## config.mk

```make
export PLATFORM = sky130hd
export DESIGN_NAME = swrc_cmd_fifo
export DESIGN_NICKNAME = d
export VERILOG_FILES = /design/src/hdl/swrc_pkg.sv /design/src/hdl/swrc_cmd_fifo.sv
export SDC_FILE = /design/constraint.sdc
export NUM_CORES = 1
export LEC_CHECK = 0
export ABC_AREA = 1
export BUFFER_PORTS_ARGS = -buffer_cell sky130_fd_sc_hd__buf_2
export CAP_MARGIN = 25
export CORE_ASPECT_RATIO = 1.75
export CORE_MARGIN = 3
export CORE_UTILIZATION = 45
export DETAILED_ROUTE_END_ITERATION = 10
export PLACE_DENSITY = 0.69
export SLEW_MARGIN = 15
export SYNTH_ARGS = -nofsm -noshare
export SYNTH_HDL_FRONTEND = slang
export SYNTH_SLANG_ARGS = --single-unit
```

## constraint.sdc

```tcl
create_clock -name clk -period 3.5 [get_ports clk]
set_clock_uncertainty 0.1 [all_clocks]
set_input_delay 0.7 -clock clk [delete_from_list [all_inputs] [get_ports clk]]
set_output_delay 0.7 -clock clk [all_outputs]
set_load 0.05 [all_outputs]
```

## src/hdl/swrc_pkg.sv

```systemverilog
`default_nettype none

package swrc_pkg;

    // Field widths of one request beat and one response beat.
    localparam int OP_W  = 2;
    localparam int CNT_W = 64;
    localparam int WIN_W = 16;

    // The divider retires one quotient bit per cycle.
    localparam int DIV_CNT_W = $clog2(CNT_W);

    // Operation codes on the request channel.
    typedef enum logic [OP_W-1:0] {
        OP_TICK  = 2'd0,
        OP_ADD   = 2'd1,
        OP_QUERY = 2'd2,
        OP_NONE  = 2'd3
    } op_t;

    // Command kinds after classification by the front end.
    typedef enum logic [1:0] {
        K_TICK,
        K_ADD,
        K_QUERY,
        K_BAD
    } kind_t;

    // One queued command.
    typedef struct packed {
        kind_t              kind;
        logic [CNT_W-1:0]   count;
        logic [WIN_W-1:0]   win;
    } cmd_t;

    // Back-end sequencer states.
    typedef enum logic [2:0] {
        S_IDLE,
        S_ADD,
        S_SUM,
        S_SUM_END,
        S_DIV,
        S_RESULT
    } state_t;

    // Saturating 64-bit add.
    function automatic logic [CNT_W-1:0] sat_add(input logic [CNT_W-1:0] a,
                                                 input logic [CNT_W-1:0] b);
        logic [CNT_W:0] s;
        s = {1'b0, a} + {1'b0, b};
        return s[CNT_W] ? {CNT_W{1'b1}} : s[CNT_W-1:0];
    endfunction

endpackage

`default_nettype wire

```

## src/hdl/swrc_cmd_fifo.sv

```systemverilog
`default_nettype none

module swrc_cmd_fifo #(
    parameter int DEPTH = 4
) (
    input  logic            clk,
    input  logic            rst_n,
    input  logic            push,
    input  swrc_pkg::cmd_t  push_cmd,
    output logic            full,
    input  logic            pop,
    output swrc_pkg::cmd_t  pop_cmd,
    output logic            empty
);
    import swrc_pkg::*;

    localparam int PTR_W  = (DEPTH > 1) ? $clog2(DEPTH) : 1;
    localparam int FILL_W = $clog2(DEPTH + 1);
    localparam logic [PTR_W-1:0]  PTR_LAST = PTR_W'(DEPTH - 1);
    localparam logic [FILL_W-1:0] FILL_MAX = FILL_W'(DEPTH);

    cmd_t               entry_reg [DEPTH];
    logic [PTR_W-1:0]   wr_ptr_reg, wr_ptr_next;
    logic [PTR_W-1:0]   rd_ptr_reg, rd_ptr_next;
    logic [FILL_W-1:0]  fill_reg, fill_next;

    assign full    = (fill_reg == FILL_MAX);
    assign empty   = (fill_reg == '0);
    assign pop_cmd = entry_reg[rd_ptr_reg];

    // Pointer and fill count update.
    always_comb
    begin
        wr_ptr_next = wr_ptr_reg;
        rd_ptr_next = rd_ptr_reg;
        fill_next   = fill_reg;
        if (push)
        begin
            wr_ptr_next = (wr_ptr_reg == PTR_LAST) ? '0 : wr_ptr_reg + 1'b1;
        end
        if (pop)
        begin
            rd_ptr_next = (rd_ptr_reg == PTR_LAST) ? '0 : rd_ptr_reg + 1'b1;
        end
        if (push && !pop)
        begin
            fill_next = fill_reg + 1'b1;
        end
        else if (pop && !push)
        begin
            fill_next = fill_reg - 1'b1;
        end
    end

    always_ff @(posedge clk or negedge rst_n)
    begin
        if (!rst_n)
        begin
            wr_ptr_reg <= '0;
            rd_ptr_reg <= '0;
            fill_reg   <= '0;
        end
        else
        begin
            wr_ptr_reg <= wr_ptr_next;
            rd_ptr_reg <= rd_ptr_next;
            fill_reg   <= fill_next;
        end
    end

    // Queue storage holds payload only.
    always_ff @(posedge clk)
    begin
        if (push)
        begin
            entry_reg[wr_ptr_reg] <= push_cmd;
        end
    end

    a_fill_bound: assert property (@(posedge clk) disable iff (!rst_n)
        fill_reg <= FILL_MAX)
        else $error("command queue fill count beyond depth");

    a_no_overflow: assert property (@(posedge clk) disable iff (!rst_n)
        !(push && full && !pop))
        else $error("command pushed into a full queue");

    a_no_underflow: assert property (@(posedge clk) disable iff (!rst_n)
        !(pop && empty))
        else $error("command popped from an empty queue");

endmodule

`default_nettype wire

```

# After elaboration in Yosys (flattened, before gate mapping)
# Memories as Yosys holds them, arrays and structs flattened.
# Index checks and enable logic that the tools add are counted.
# word_totals
regBits	7
ramBits	328
in_bits	86
output_inout_bits	84
n_memories	1
# mem_list
name	depth	word_bits	read_ports	rd_clocked_by_memory_dff	write_ports	line	rtl
entry_reg	4	82	1	0	1	swrc_cmd_fifo.sv:22	cmd_t entry_reg [DEPTH];
# op_classes
n_addsub	4
eq_ne	3
mux	6
reduce_logical	6
# ops
op	n
$mux W3	2
$add A2 B1 Y2 const B	2
$eq A2 B2 Y1 const B	2
$mux W2	2
$add A3 B1 Y3 const B	1
$eq A3 B3 Y1 const B	1
$logic_not A3 Y1	1
$sub A3 B1 Y3 const B	1
$logic_and A1 B1 Y1	2
$logic_not A1 Y1	2
$mux W1	2
$reduce_bool A2 Y1	1

# Longest topological paths before layout
# logic_depth
depth_word	4
depth_mapped	9

# Worst setup path after synthesis
# OpenSTA, ideal clock, no wires.
# synth_timing
path_type	input-to-reg
start	input port push
end	memory entry_reg[3][0] (netlist name), enable pin
setup_ns	0.436
t_arrival_ns	2.330
t_required_ns	2.964
setup_slack_ns	0.634
stages	2
path_cell_list	nand2_1 -> inv_1
# synth_between
elab_chain_len	2
# synth_lines
item	line	rtl
from (decl)	swrc_cmd_fifo.sv:8	input logic push,
$mux W1	swrc_cmd_fifo.sv:74	if (push)
$mux W1 (not written as such)	swrc_cmd_fifo.sv:76	entry_reg[wr_ptr_reg] <= push_cmd;
to (decl)	swrc_cmd_fifo.sv:22	
# Every way passes these cells.

==> impl_metrics.yaml <==
floorplanning:
  ios: 170
  die_h_um: 235
  rows: 83
  dieArea_mm2: 0.0323
  core_mm2: 0.0295
  die_x_um: 137
  start_util: 0.459
drt:
  ant_nets: 0
  wl_mm: 26.2
  vias_per_cell: 4.97
  drcViolationCount: 0
  drt_iter0_markers: 332
  num_vias: 7850
  dr.pass1.iters: 4
  post_drt_wl_per_cell_um: 16.6
global_routing:
  gr-total-overflow: 0
  grt_pass1_wl_mm: 40.7
  busiest_layer: "met2"
  grt_pass1_vias: 7935
  grt_max_degree: 101
  use_met3: 0.0252
  grt_use_total: 0.161
  antenna_found_initial: 4
  grtUsageMet1: 0.176
  use_met2: 0.303
logic_synthesis:
  postSynthNetCount: 1102
  synthTopCellsByArea: "edfxtp_1 (73%), o211ai_1 (9.1%), nand2_1 (7.3%), inv_1 (4.9%), buf_6 (2.9%)"
  avgSynthCellArea_um2: 13.4
  syn-instance-count: 1009
  synth_seq_cells: 335
  yosysSeqAreaShare: 0.740
  syn_area_mm2: 0.0135
  yosysUniqueCellTypes: 18
  synth.top_cell.area_share: 0.727
  ys.warnings.count: 0
  synth_area_leader_cell: "edfxtp_1"
place:
  place_hpwl_mm: 15.8
  dpl_cell_area_mm2: 0.0147
  io_buffers: 169
  place_congestion: 0.756
critical_path:
  start_kind: "flop"
  crit_required_ps: 2700
  worstReg2RegStart: "wr_ptr_reg[1]"
  cp-startpoint: "rd_ptr_reg[0]"
  critPathCaptureType: "output port"
  crit_fanout: 100
  critPathKind: "flop to output port"
  worstPathArrival_ps: 2300
clocking:
  cts_tree: "built"
  cts_hold_buf: 1
  clkTransAtPathRegs_ps: 60
  cts_resized: 0
  cts_buffers: 29
  cts.sinks: 335
  h-tree-depth: 1
  root_buffer: "clkbuf_16"
  insertion_delay_ps: 540
  post-cts-setup-buffers: 0
  cts_buffer_depth: 3
final_layout:
  design_area_mm2: 0.0157
  nets: 1266
  drive_above_1_share: 0.198
  syn_to_final_growth_pct: 16.1
  largest_register_ffs: 328
sta:
  worst_slew_pin_slew_ps: 563
  fmax_ghz: 0.323
  rsz0062_at_grt: "false"
  finalCriticalPeriod_ps: 3100
  final-max-slew-violation-count: 0
  hold_viol_final: 0
  slew_headroom: 0.625
  post-route-period-util: 0.886
  setup-tns-final_ps: 0
  setup_viol: 0
job:
  maxCapViolCount: 0
hold_path:
  min_path_type: "input port to flop"
  worstHoldStart: "push_cmd[70]"
status:
  outcome: "finished clean"
pwr:
  ir_drop_mv: 0.739
  totalPowerFinal_mw: 14.7
  total_leakage_power_nw: 6.36
  powerDensity_mw_per_mm2: 933
[power breakdown]
| group | internal [mW] | switching (mW) | total (mW) |
|---|---|---|---|
| combinational | 1.33 | 4.56 | 5.89 |
| clock | 2.13 | 1.34 | 3.47 |
| sequential | 5.14 | 0.166 | 5.30 |
[cell families (layout without fill, tap and decap cells)]
kind of cell    after synthesis  after routing  synth area share
other cells                   0              2                 0
buf+inv                     231            417            0.0851
xor+xnor                      1              1          0.000647
fa+ha+maj                     7              7           0.00702
simple gates                267            267            0.0745
flops                       335            335             0.740
compound gates              168            168            0.0924
[cell usage after synthesis]
cell type / count
edfxtp_1: 328
nand2_1: 262
inv_1: 176
o211ai_1: 164
buf_6: 35
buf_2: 18
dfrtp_1: 7
ha_1: 6
o21ai_0: 3
nor3_1: 2
clkbuf_1: 1
fa_1: 1
inv_2: 1
nand3_1: 1
nand4_1: 1
nor2_1: 1
o21ai_1: 1
xnor2_1: 1
[layer usage]
layer  part of all wire  wire, µm  vias to the layer above
met2               0.55     14400                      163
met5            0.00088        23                        -
met4              0.027       716                        4
li1                   -         -                     3852
met1               0.38      9870                     3787
met3              0.045      1190                       44
[critical path: stages, from the launching register on]
cell	delay [ps]
dfrtp_1	450
inv_8	440
buf_4	350
nand2_1	80
o211ai_1	100
nand2_1	90
buf_2	220
[cell type report]
type | instances | area, µm²
fillers | 2443 | 13800
flip-flops and latches | 335 | 10000
multi-input cells | 443 | 2360
repair buffers | 187 | 1110
clock buffers | 35 | 758
inverters | 177 | 683
well taps | 382 | 478
clock inverters | 18 | 289
diodes | 2 | 5.00
[cells in the final DEF (no fill, tap or decap)]
cell type / Yosys / layout
edfxtp_1: 328 / 328
nand2_1: 262 / 262
inv_1: 176 / 171
buf_2: 18 / 169
o211ai_1: 164 / 164
clkbuf_16: 0 / 29
buf_12: 0 / 10
bufinv_16: 0 / 8
buf_4: 0 / 7
clkinv_2: 0 / 6
ha_1: 6 / 6
dfrtp_1: 7 / 6
clkbuf_1: 1 / 5
inv_4: 0 / 4
clkinv_1: 0 / 4
o21ai_0: 3 / 3
diode_2: 0 / 2
nor3_1: 2 / 2
inv_8: 0 / 1
xnor2_1: 1 / 1
nor2_1: 1 / 1
o21ai_1: 1 / 1
nand3_1: 1 / 1
nand4_1: 1 / 1
fa_1: 1 / 1
inv_6: 0 / 1
clkbuf_8: 0 / 1
dlygate4sd3_1: 0 / 1
dfrtp_4: 0 / 1
[per-stage QoR]
| stage | std cells | hold WS, ps | utilization | setup WS (ps) |
|---|---|---|---|---|
| 3_3_place_gp | 1523 | 382 | 0.497 | 959 |
| 4_1_cts | 1577 | 233 | 0.533 | 363 |
| 2_1_floorplan | 1009 | 304 | - | 634 |
| 5_1_grt | 1579 | 242 | 0.533 | 199 |
| 6_report | 1579 | 266 | 0.533 | 400 |
| 3_5_place_dp | 1523 | 389 | 0.497 | 955 |
[worst paths after layout]
path	slack [ps]	cells after the start	endpoint
hold reg to reg	400	2	fill_reg[2]
min in group asynchronous	420	2	rd_ptr_reg[1]
setup / recovery	400	6	pop_cmd[16]
setup reg to reg	1530	5	entry_reg[1][26]
max in group asynchronous	2690	2	rd_ptr_reg[1]
hold / removal	270	1	entry_reg[0][70]
No activity file was read; power rests on OpenSTA's default activity.
