## src/hdl/swrc_pkg.sv

```systemverilog
`default_nettype none

package swrc_pkg;

    // Field widths of one request beat and one response beat.
    localparam int OP_W  = 2;
    localparam int CNT_W = 64;
    localparam int WIN_W = 16;

    // The divider retires one quotient bit per cycle.
    localparam int DIV_CNT_W = $clog2(CNT_W);

    // Operation codes on the request channel.
    typedef enum logic [OP_W-1:0] {
        OP_TICK  = 2'd0,
        OP_ADD   = 2'd1,
        OP_QUERY = 2'd2,
        OP_NONE  = 2'd3
    } op_t;

    // Command kinds after classification by the front end.
    typedef enum logic [1:0] {
        K_TICK,
        K_ADD,
        K_QUERY,
        K_BAD
    } kind_t;

    // One queued command.
    typedef struct packed {
        kind_t              kind;
        logic [CNT_W-1:0]   count;
        logic [WIN_W-1:0]   win;
    } cmd_t;

    // Back-end sequencer states.
    typedef enum logic [2:0] {
        S_IDLE,
        S_ADD,
        S_SUM,
        S_SUM_END,
        S_DIV,
        S_RESULT
    } state_t;

    // Saturating 64-bit add.
    function automatic logic [CNT_W-1:0] sat_add(input logic [CNT_W-1:0] a,
                                                 input logic [CNT_W-1:0] b);
        logic [CNT_W:0] s;
        s = {1'b0, a} + {1'b0, b};
        return s[CNT_W] ? {CNT_W{1'b1}} : s[CNT_W-1:0];
    endfunction

endpackage

`default_nettype wire

```

## src/hdl/swrc_ifs.sv

```systemverilog
`default_nettype none

// Request channel: one beat carries one operation.
interface swrc_req_if;
    import swrc_pkg::*;

    logic                valid;
    logic                ready;
    logic [OP_W-1:0]     operation;
    logic [CNT_W-1:0]    event_count;
    logic [WIN_W-1:0]    window_seconds;

    modport source (output valid, output operation, output event_count,
                    output window_seconds, input ready);
    modport sink   (input valid, input operation, input event_count,
                    input window_seconds, output ready);
endinterface


`default_nettype wire

```

## src/hdl/swrc_front.sv

```systemverilog
`default_nettype none

module swrc_front #(
    parameter int MAX_SECONDS = 4096
) (
    swrc_req_if.sink        req,
    input  logic            q_full,
    output logic            q_push,
    output swrc_pkg::cmd_t  q_cmd
);
    import swrc_pkg::*;

    localparam logic [WIN_W:0] MAX_WIN = (WIN_W + 1)'(MAX_SECONDS);

    op_t  op;
    logic win_bad;
    logic keep;

    // A beat is taken whenever the queue has room; unused codes are dropped.
    assign req.ready = !q_full;
    assign op        = op_t'(req.operation);
    assign win_bad   = (req.window_seconds == '0) ||
                       ({1'b0, req.window_seconds} > MAX_WIN);

    // Classify the operation into a command kind.
    always_comb
    begin
        q_cmd.count = req.event_count;
        q_cmd.win   = req.window_seconds;
        q_cmd.kind  = K_TICK;
        keep        = 1'b1;
        case (op)
            OP_TICK:  q_cmd.kind = K_TICK;
            OP_ADD:   q_cmd.kind = K_ADD;
            OP_QUERY: q_cmd.kind = win_bad ? K_BAD : K_QUERY;
            default:  keep = 1'b0;
        endcase
    end

    assign q_push = req.valid && !q_full && keep;

endmodule

`default_nettype wire

```

## src/flat_wrapper.sv

```systemverilog
// flat-port wrapper written by rule: the top's interface ports become plain ports
module swrc_front_flat import swrc_pkg::*;
#(
    parameter int MAX_SECONDS = 4096
)
  (q_full, q_push, q_cmd, req_valid, req_operation, req_event_count, req_window_seconds, req_ready);
  swrc_req_if req_i ();
  input  logic q_full;
  output logic q_push;
  output swrc_pkg::cmd_t q_cmd;
  input wire logic [$bits(req_i.valid)-1:0] req_valid;
  input wire logic [$bits(req_i.operation)-1:0] req_operation;
  input wire logic [$bits(req_i.event_count)-1:0] req_event_count;
  input wire logic [$bits(req_i.window_seconds)-1:0] req_window_seconds;
  output wire logic [$bits(req_i.ready)-1:0] req_ready;
  assign req_i.valid = req_valid;
  assign req_i.operation = req_operation;
  assign req_i.event_count = req_event_count;
  assign req_i.window_seconds = req_window_seconds;
  assign req_ready = req_i.ready;
  swrc_front #(.MAX_SECONDS(MAX_SECONDS)) u_core (.req(req_i), .q_full(q_full), .q_push(q_push), .q_cmd(q_cmd));
endmodule
```

## config.mk

```make
export PLATFORM = sky130hd
export DESIGN_NAME = swrc_front_flat
export DESIGN_NICKNAME = d
export VERILOG_FILES = /design/src/hdl/swrc_pkg.sv /design/src/hdl/swrc_ifs.sv /design/src/hdl/swrc_front.sv /design/src/flat_wrapper.sv
export SDC_FILE = /design/constraint.sdc
export NUM_CORES = 1
export LEC_CHECK = 0
export BUFFER_PORTS_ARGS = -buffer_cell sky130_fd_sc_hd__buf_4
export CAP_MARGIN = 10
export CELL_PAD_IN_SITES_DETAIL_PLACEMENT = 1
export CELL_PAD_IN_SITES_GLOBAL_PLACEMENT = 2
export CORE_MARGIN = 2
export CORE_UTILIZATION = 10
export DETAILED_ROUTE_END_ITERATION = 8
export PLACE_DENSITY_LB_ADDON = 0.1
export SLEW_MARGIN = 20
export SYNTH_ARGS = -nofsm -noshare
export SYNTH_HDL_FRONTEND = slang
export SYNTH_SLANG_ARGS = --single-unit
```

## constraint.sdc

```tcl
create_clock -name vclk -period 1.2
set_input_delay 0.18 -clock vclk [all_inputs]
set_output_delay 0.18 -clock vclk [all_outputs]
set_load 0.02 [all_outputs]
```

=== After elaboration in Yosys (flattened, before gate mapping) ===
Index checks and enable logic that the tools add are counted.

* Register bits: 0
* Bits of input ports: 84
* Output and inout bits: 84
* Logic and storage cells: 13

* Order comparisons: 1
* Eq/ne operators: 2
* Muxes and demuxes: 3
* Reduce and logical (&&, ||, !) cells: 7

{| class="wikitable"
|+ Operators with widths
! cell !! count
|-
| $gt A16 B13 Y1 const B || 1
|-
| $logic_not A16 Y1 || 1
|-
| $pmux W2 S2 || 1
|-
| $reduce_or A3 Y1 || 1
|-
| $eq A2 B1 Y1 const B || 1
|-
| $eq A2 B2 Y1 const B || 1
|-
| $logic_and A1 B1 Y1 || 2
|-
| $logic_not A2 Y1 || 1
|-
| $mux W1 || 2
|-
| $logic_not A1 Y1 || 1
|-
| $logic_or A1 B1 Y1 || 1
|}

=== Logic depth before layout (Yosys ltp) ===
Gate-level depths: netlist of run 1.

* Depth after elaboration: 4
* Depth in mapped cells: 4
* Gate-level depth less buffers: 4

=== Worst setup path after synthesis of run 1 ===
OpenSTA, ideal clock, no wires.

* Path kind: input-to-output
* Start: input port req_window_seconds[4]
* End: output port q_cmd[80] (netlist name)
* Arrival: 1271 ps
* Data required time: 1020 ps
* Slack: -251 ps
* Cell stages on the path: 4
* Path buffers: 0
* Path through: nor4_1 > nand3_1 > xor2_1 > a211oi_1

{| class="wikitable"
|+ RTL lines
! element !! RTL line !! source
|-
| start: declaration || flat_wrapper.sv:14 || <nowiki>input wire logic [$bits(req_i.window_seconds)-1:0] req_window_seconds;</nowiki>
|-
| end: declaration || flat_wrapper.sv:10 || <nowiki>output swrc_pkg::cmd_t q_cmd;</nowiki>
|}

==> qor.yml, run 1 <==
outcome: "finished with violations"
violations: "negative setup slack"
timing.hold.ws_ns: 0.3600
netlist_area_um2: 706.9
yosysSeqAreaShare_pct: 0
placementRows: 30
layout_min_cycle_time_ns: 1.388
num_antenna_cells: 0
ir_drop_mv: 0.07468
numPortBuffers: 40
grt_use_total_pct: 3.027
syn_to_final_growth_pct: -13.81
timing.setup.tns_ns: -0.1885
drt_first_iter_violations: 4
post_cts_buffers: 0
cp.arrival_ns: 1.21
worstPathMaxFanout: 2
clkbuf_count: 0
grt_pass1_wl_mm: 1.932
yosysWarnings: 0
drv_slew: 0
tightest_slew_ns: 0.3632
fmax_ghz: 0.7202
first_pass_iters: 3
die_h_um: 88.08
drive_gt1_share_pct: 81.36
vias_per_cell: 2.329
worst-path-buf-inv: 2
setup_slack_ns: -0.1885
placed_area_um2: 580.6
synth_cells: 95
powerDensity_nw_per_um2: 345.5
vias: 361
cts-resized-gates: 5
coreArea_um2: 6832
gp_congestion: 0.5951
setup_violations: 1
finalCritPeriodShare_pct: 115.7
slew_headroom_pct: 75.57
p_leak_nw: 0.2704
rsz0062_at_grt: "true"
post-route-cell-area_um2: 609.3
cp-start-kind: "input port"
die_area_um2: 7758
postCtsHoldBufs: 0
first_global_vias: 361
start_util_pct: 10.35
hold_class: "input port to primary output"
die_x_um: 88.08
cpPeakStageDelay_ns: 0.26
seq_cell_count: 0
fin_nets: 148
timing.max_cap.violations: 0
power_w: 0.0002105
synth.distinct_cells: 9
synth_area_per_cell_um2: 7.441
dp_cells: 155
path_delay_family: "simple AND/OR/NAND/NOR gates"
antenna_found_initial: 0
finalNonFillerCells: 155
drcViolationCount: 0
slowest_stage: "nor4_4"
ios: 168
wl_per_cell_um: 9.084
synth_fp_nets: 182
critPathCaptureType: "primary output"
finalWirelength_mm: 1.408
hold_viol_final: 0
required_ns: 1.02
seq_area_um2: 0
grt_max_degree: 4
antenna_left: 0
critical_path_class: "input port to primary output"
worstPathCellList: "buf_6, nor4_4, nand3_1, xor2_1, a211oi_2, buf_4"
grt.overflow.total: 0
[path summary, 6_finish.rpt]
check / from / endpoint / cells after the start
max: req_window_seconds[8] / q_cmd[80] / 6
min: req_event_count[10] / q_cmd[26] / 0
[kinds of logic (layout without fill, tap and decap cells)]
| group | Yosys count | after routing | synth area share (%) |
|---|---|---|---|
| compound gates | 1 | 1 | 1.062 |
| buf+inv | 83 | 47 | 86.55 |
| xor+xnor | 1 | 1 | 1.239 |
| fa+ha+maj | 3 | 3 | 5.310 |
| simple gates | 7 | 7 | 5.839 |
[cells in the final DEF, fill, tap and decap left out, drive strengths merged]
cell,synthesis,layout
inv,3,3
nor2,1,1
nor3b,1,1
xor2,1,1
buf,80,44
ha,3,3
nand3,1,1
a211oi,1,1
nor4,4,4
[cell usage after synthesis (all sizes together)]
cell type  count  share of area (%)
ha             3                5.3
nor4           4                3.5
nor3b          1                1.1
buf           80                 85
nor2           1               0.53
inv            3                1.6
a211oi         1                1.1
xor2           1                1.2
nand3          1               0.71
[metrics by stage]
step,setup WS [ns],utilization [%]
after floorplan,-0.02837,-
after global placement,-0.3074,8.498
after detailed placement,-0.3141,8.498
after CTS,-0.2429,8.919
after global routing,-0.3229,8.919
final,-0.1885,8.919
[final cells by class]
| class | instances | area [µm²] |
|---|---|---|
| fillers | 840 | 6222 |
| multi-input cells | 12 | 136.4 |
| well taps | 96 | 120.1 |
| repair buffers | 44 | 341.6 |
| inverters | 3 | 11.26 |
[power by group]
part / internal, W / switching, W / total, W
Combinational: 0.000110 / 0.000101 / 0.000211
Sequential: 0 / 0 / 0
Clock: 0 / 0 / 0
[layer usage]
| metal | part of all wire (%) | routed length (µm) | GRT usage (%) | up-vias |
|---|---|---|---|---|
| met1 | 27 | 381 | 2.398 | 154 |
| met5 | 0 | 0 | 0 | - |
| met3 | 18 | 256 | 1.885 | 14 |
| li1 | - | - | - | 143 |
| met2 | 51 | 715 | 5.647 | 50 |
| met4 | 3.8 | 54 | 1.653 | 0 |
No activity file was read; power rests on OpenSTA's default activity.
==> run 2: changes to the inputs <==
--- a/config.mk
+++ b/config.mk
@@ -12,7 +12,7 @@
 export CORE_MARGIN = 2
 export CORE_UTILIZATION = 10
 export DETAILED_ROUTE_END_ITERATION = 8
-export PLACE_DENSITY_LB_ADDON = 0.1
+export PLACE_DENSITY = 0.95
 export SLEW_MARGIN = 20
 export SYNTH_ARGS = -nofsm -noshare
 export SYNTH_HDL_FRONTEND = slang
==> run 2 against run 1 <==
The flow still finishes with violations (negative setup slack). Cell count is 0.65% higher. Count of clock-buffer cells in the layout stayed put. Worst setup slack worse by 0.043 ns. Core utilization is 0.29 points higher. Fmax is 3.0% lower. Sequential share of layout area stayed put. Flip-flop and latch count stayed put. Die area stayed put. Combinational power hardly changed. Final area is 3.3% higher. Via count is 5.8% higher.
==> qor.yml, run 2 (synthesized netlist as in run 1, its figures left out) <==
outcome: "finished with violations"
violations: "negative setup slack"
die_x_um: 88.08
hold_depth: 0
hold_viol_final: 0
numPortBuffers: 40
gp_congestion: 0.5994
hold_class: "input port to primary output"
powerDensity_nw_per_um2: 340.2
cp.arrival_ns: 1.25
grt-busiest-layer: "met2"
vias: 382
grt_use_total_pct: 2.778
dp_hpwl_mm: 1.185
ios: 168
worstHoldStart: "req_event_count[38]"
power_w: 0.0002141
antenna_left: 0
num_antenna_cells: 0
wl_per_cell_um: 8.628
tightest_slew_ns: 0.3708
drive_gt1_share_pct: 85.00
worstPathCellList: "buf_4, nor4_2, nand3_2, xor2_2, a211oi_2, buf_4"
required_ns: 1.02
clkbuf_count: 0
grt_max_degree: 4
finalCritPeriodShare_pct: 119.3
rsz0062_at_grt: "true"
postCtsHoldBufs: 0
grt_pass1_wl_mm: 1.662
first_pass_iters: 2
drt_first_iter_violations: 3
grt.overflow.total: 0
grtUsageMet3_pct: 1.320
p_leak_nw: 0.2772
die_area_um2: 7758
pre_cts_slack_ns: -0.4587
grt_use_met1_pct: 1.563
critPathCaptureType: "primary output"
first_global_vias: 381
timing.max_cap.violations: 0
die_h_um: 88.08
seq_area_um2: 0
ir_drop_mv: 0.09155
syn_to_final_growth_pct: -10.97
setup_slack_ns: -0.2317
slowest_stage: "nor4_2"
coreArea_um2: 6832
start_util_pct: 10.35
finalWirelength_mm: 1.346
layout_min_cycle_time_ns: 1.432
min_to: "q_cmd[54]"
post_cts_buffers: 0
fin_nets: 149
seq_cell_count: 0
grtUsageMet2_pct: 5.234
final_common_cell: "buf_4"
placementRows: 30
setup_violations: 1
placed_area_um2: 588.1
cp-start-kind: "input port"
cpMostUsedCell: "buf_4"
post-route-cell-area_um2: 629.4
fin_util_pct: 9.212
drcViolationCount: 0
antenna_found_initial: 0
drv_slew: 0
finalNonFillerCells: 156
worstPathMaxFanout: 2
critical_path_class: "input port to primary output"
fmax_ghz: 0.6985
dp_cells: 156
vias_per_cell: 2.449
slew_headroom_pct: 75.05
final_cell_mix: "buf_4 (43), inv_1 (3), ha_1 (3)"
cpPeakStageDelay_ns: 0.29
cp-startpoint: "req_window_seconds[3]"
-- run 2: changes by cell type in the layout (fill, tap and decap cells not counted) --
cell	change
xor2_1	-1
buf_4	+2
nand3_1	-1
xor2_2	+1
buf_6	-2
nand3_2	+1
buf_8	+1
-- run 2: worst max-delay path by stage --
stage | end | slack (ns) | cells after the start
finish | q_cmd[80] | -0.23 | 6
global route | q_cmd[80] | -0.36 | 6
CTS | q_cmd[80] | -0.31 | 6
detailed placement | q_cmd[80] | -0.46 | 6
global placement | q_cmd[80] | -0.45 | 6
floorplan | q_cmd[80] | -0.03 | 4
-- run 2: stage by stage --
step / hold slack [ns] / setup TNS (ns)
after global routing: 0.3600 / -0.3552
after detailed placement: 0.3601 / -0.4587
after global placement: 0.3601 / -0.4473
after CTS: 0.3601 / -0.3140
final: 0.3600 / -0.2317
after floorplan: 0.4366 / -0.02837
-- run 2: final cells by class --
type / count / area [µm²]
fillers: 847 / 6202
repair buffers: 45 / 349.1
inverters: 3 / 11.26
multi-input cells: 12 / 148.9
well taps: 96 / 120.1
-- run 2: layer usage --
layer | vias to the layer above | wire, µm
met2 | 42 | 611
li1 | 144 | -
met3 | 26 | 292
met1 | 170 | 307
met4 | 0 | 134
met5 | - | 0
-- run 2: what timing repair did --
| item | in CTS | in global routing |
|---|---|---|
| cloned | 0 | 0 |
| setup endpoints to repair | 1 | 1 |
| pin swaps | 2 | 0 |
| hold endpoints to repair | 0 | 0 |
| resized for setup | 5 | 2 |
-- run 2: where the power goes --
group	switching, W	internal, W
combinational	0.000102	0.000113
clock	0	0
sequential	0	0
-- run 2: critical path, delay by kind of cell --
family                    cells  cell delay [ns]
AOI/OAI and AO/OA             1             0.19
xor gates and xnor gates      1             0.18
buffers and inverters         2             0.29
and+or+nand+nor               2             0.42
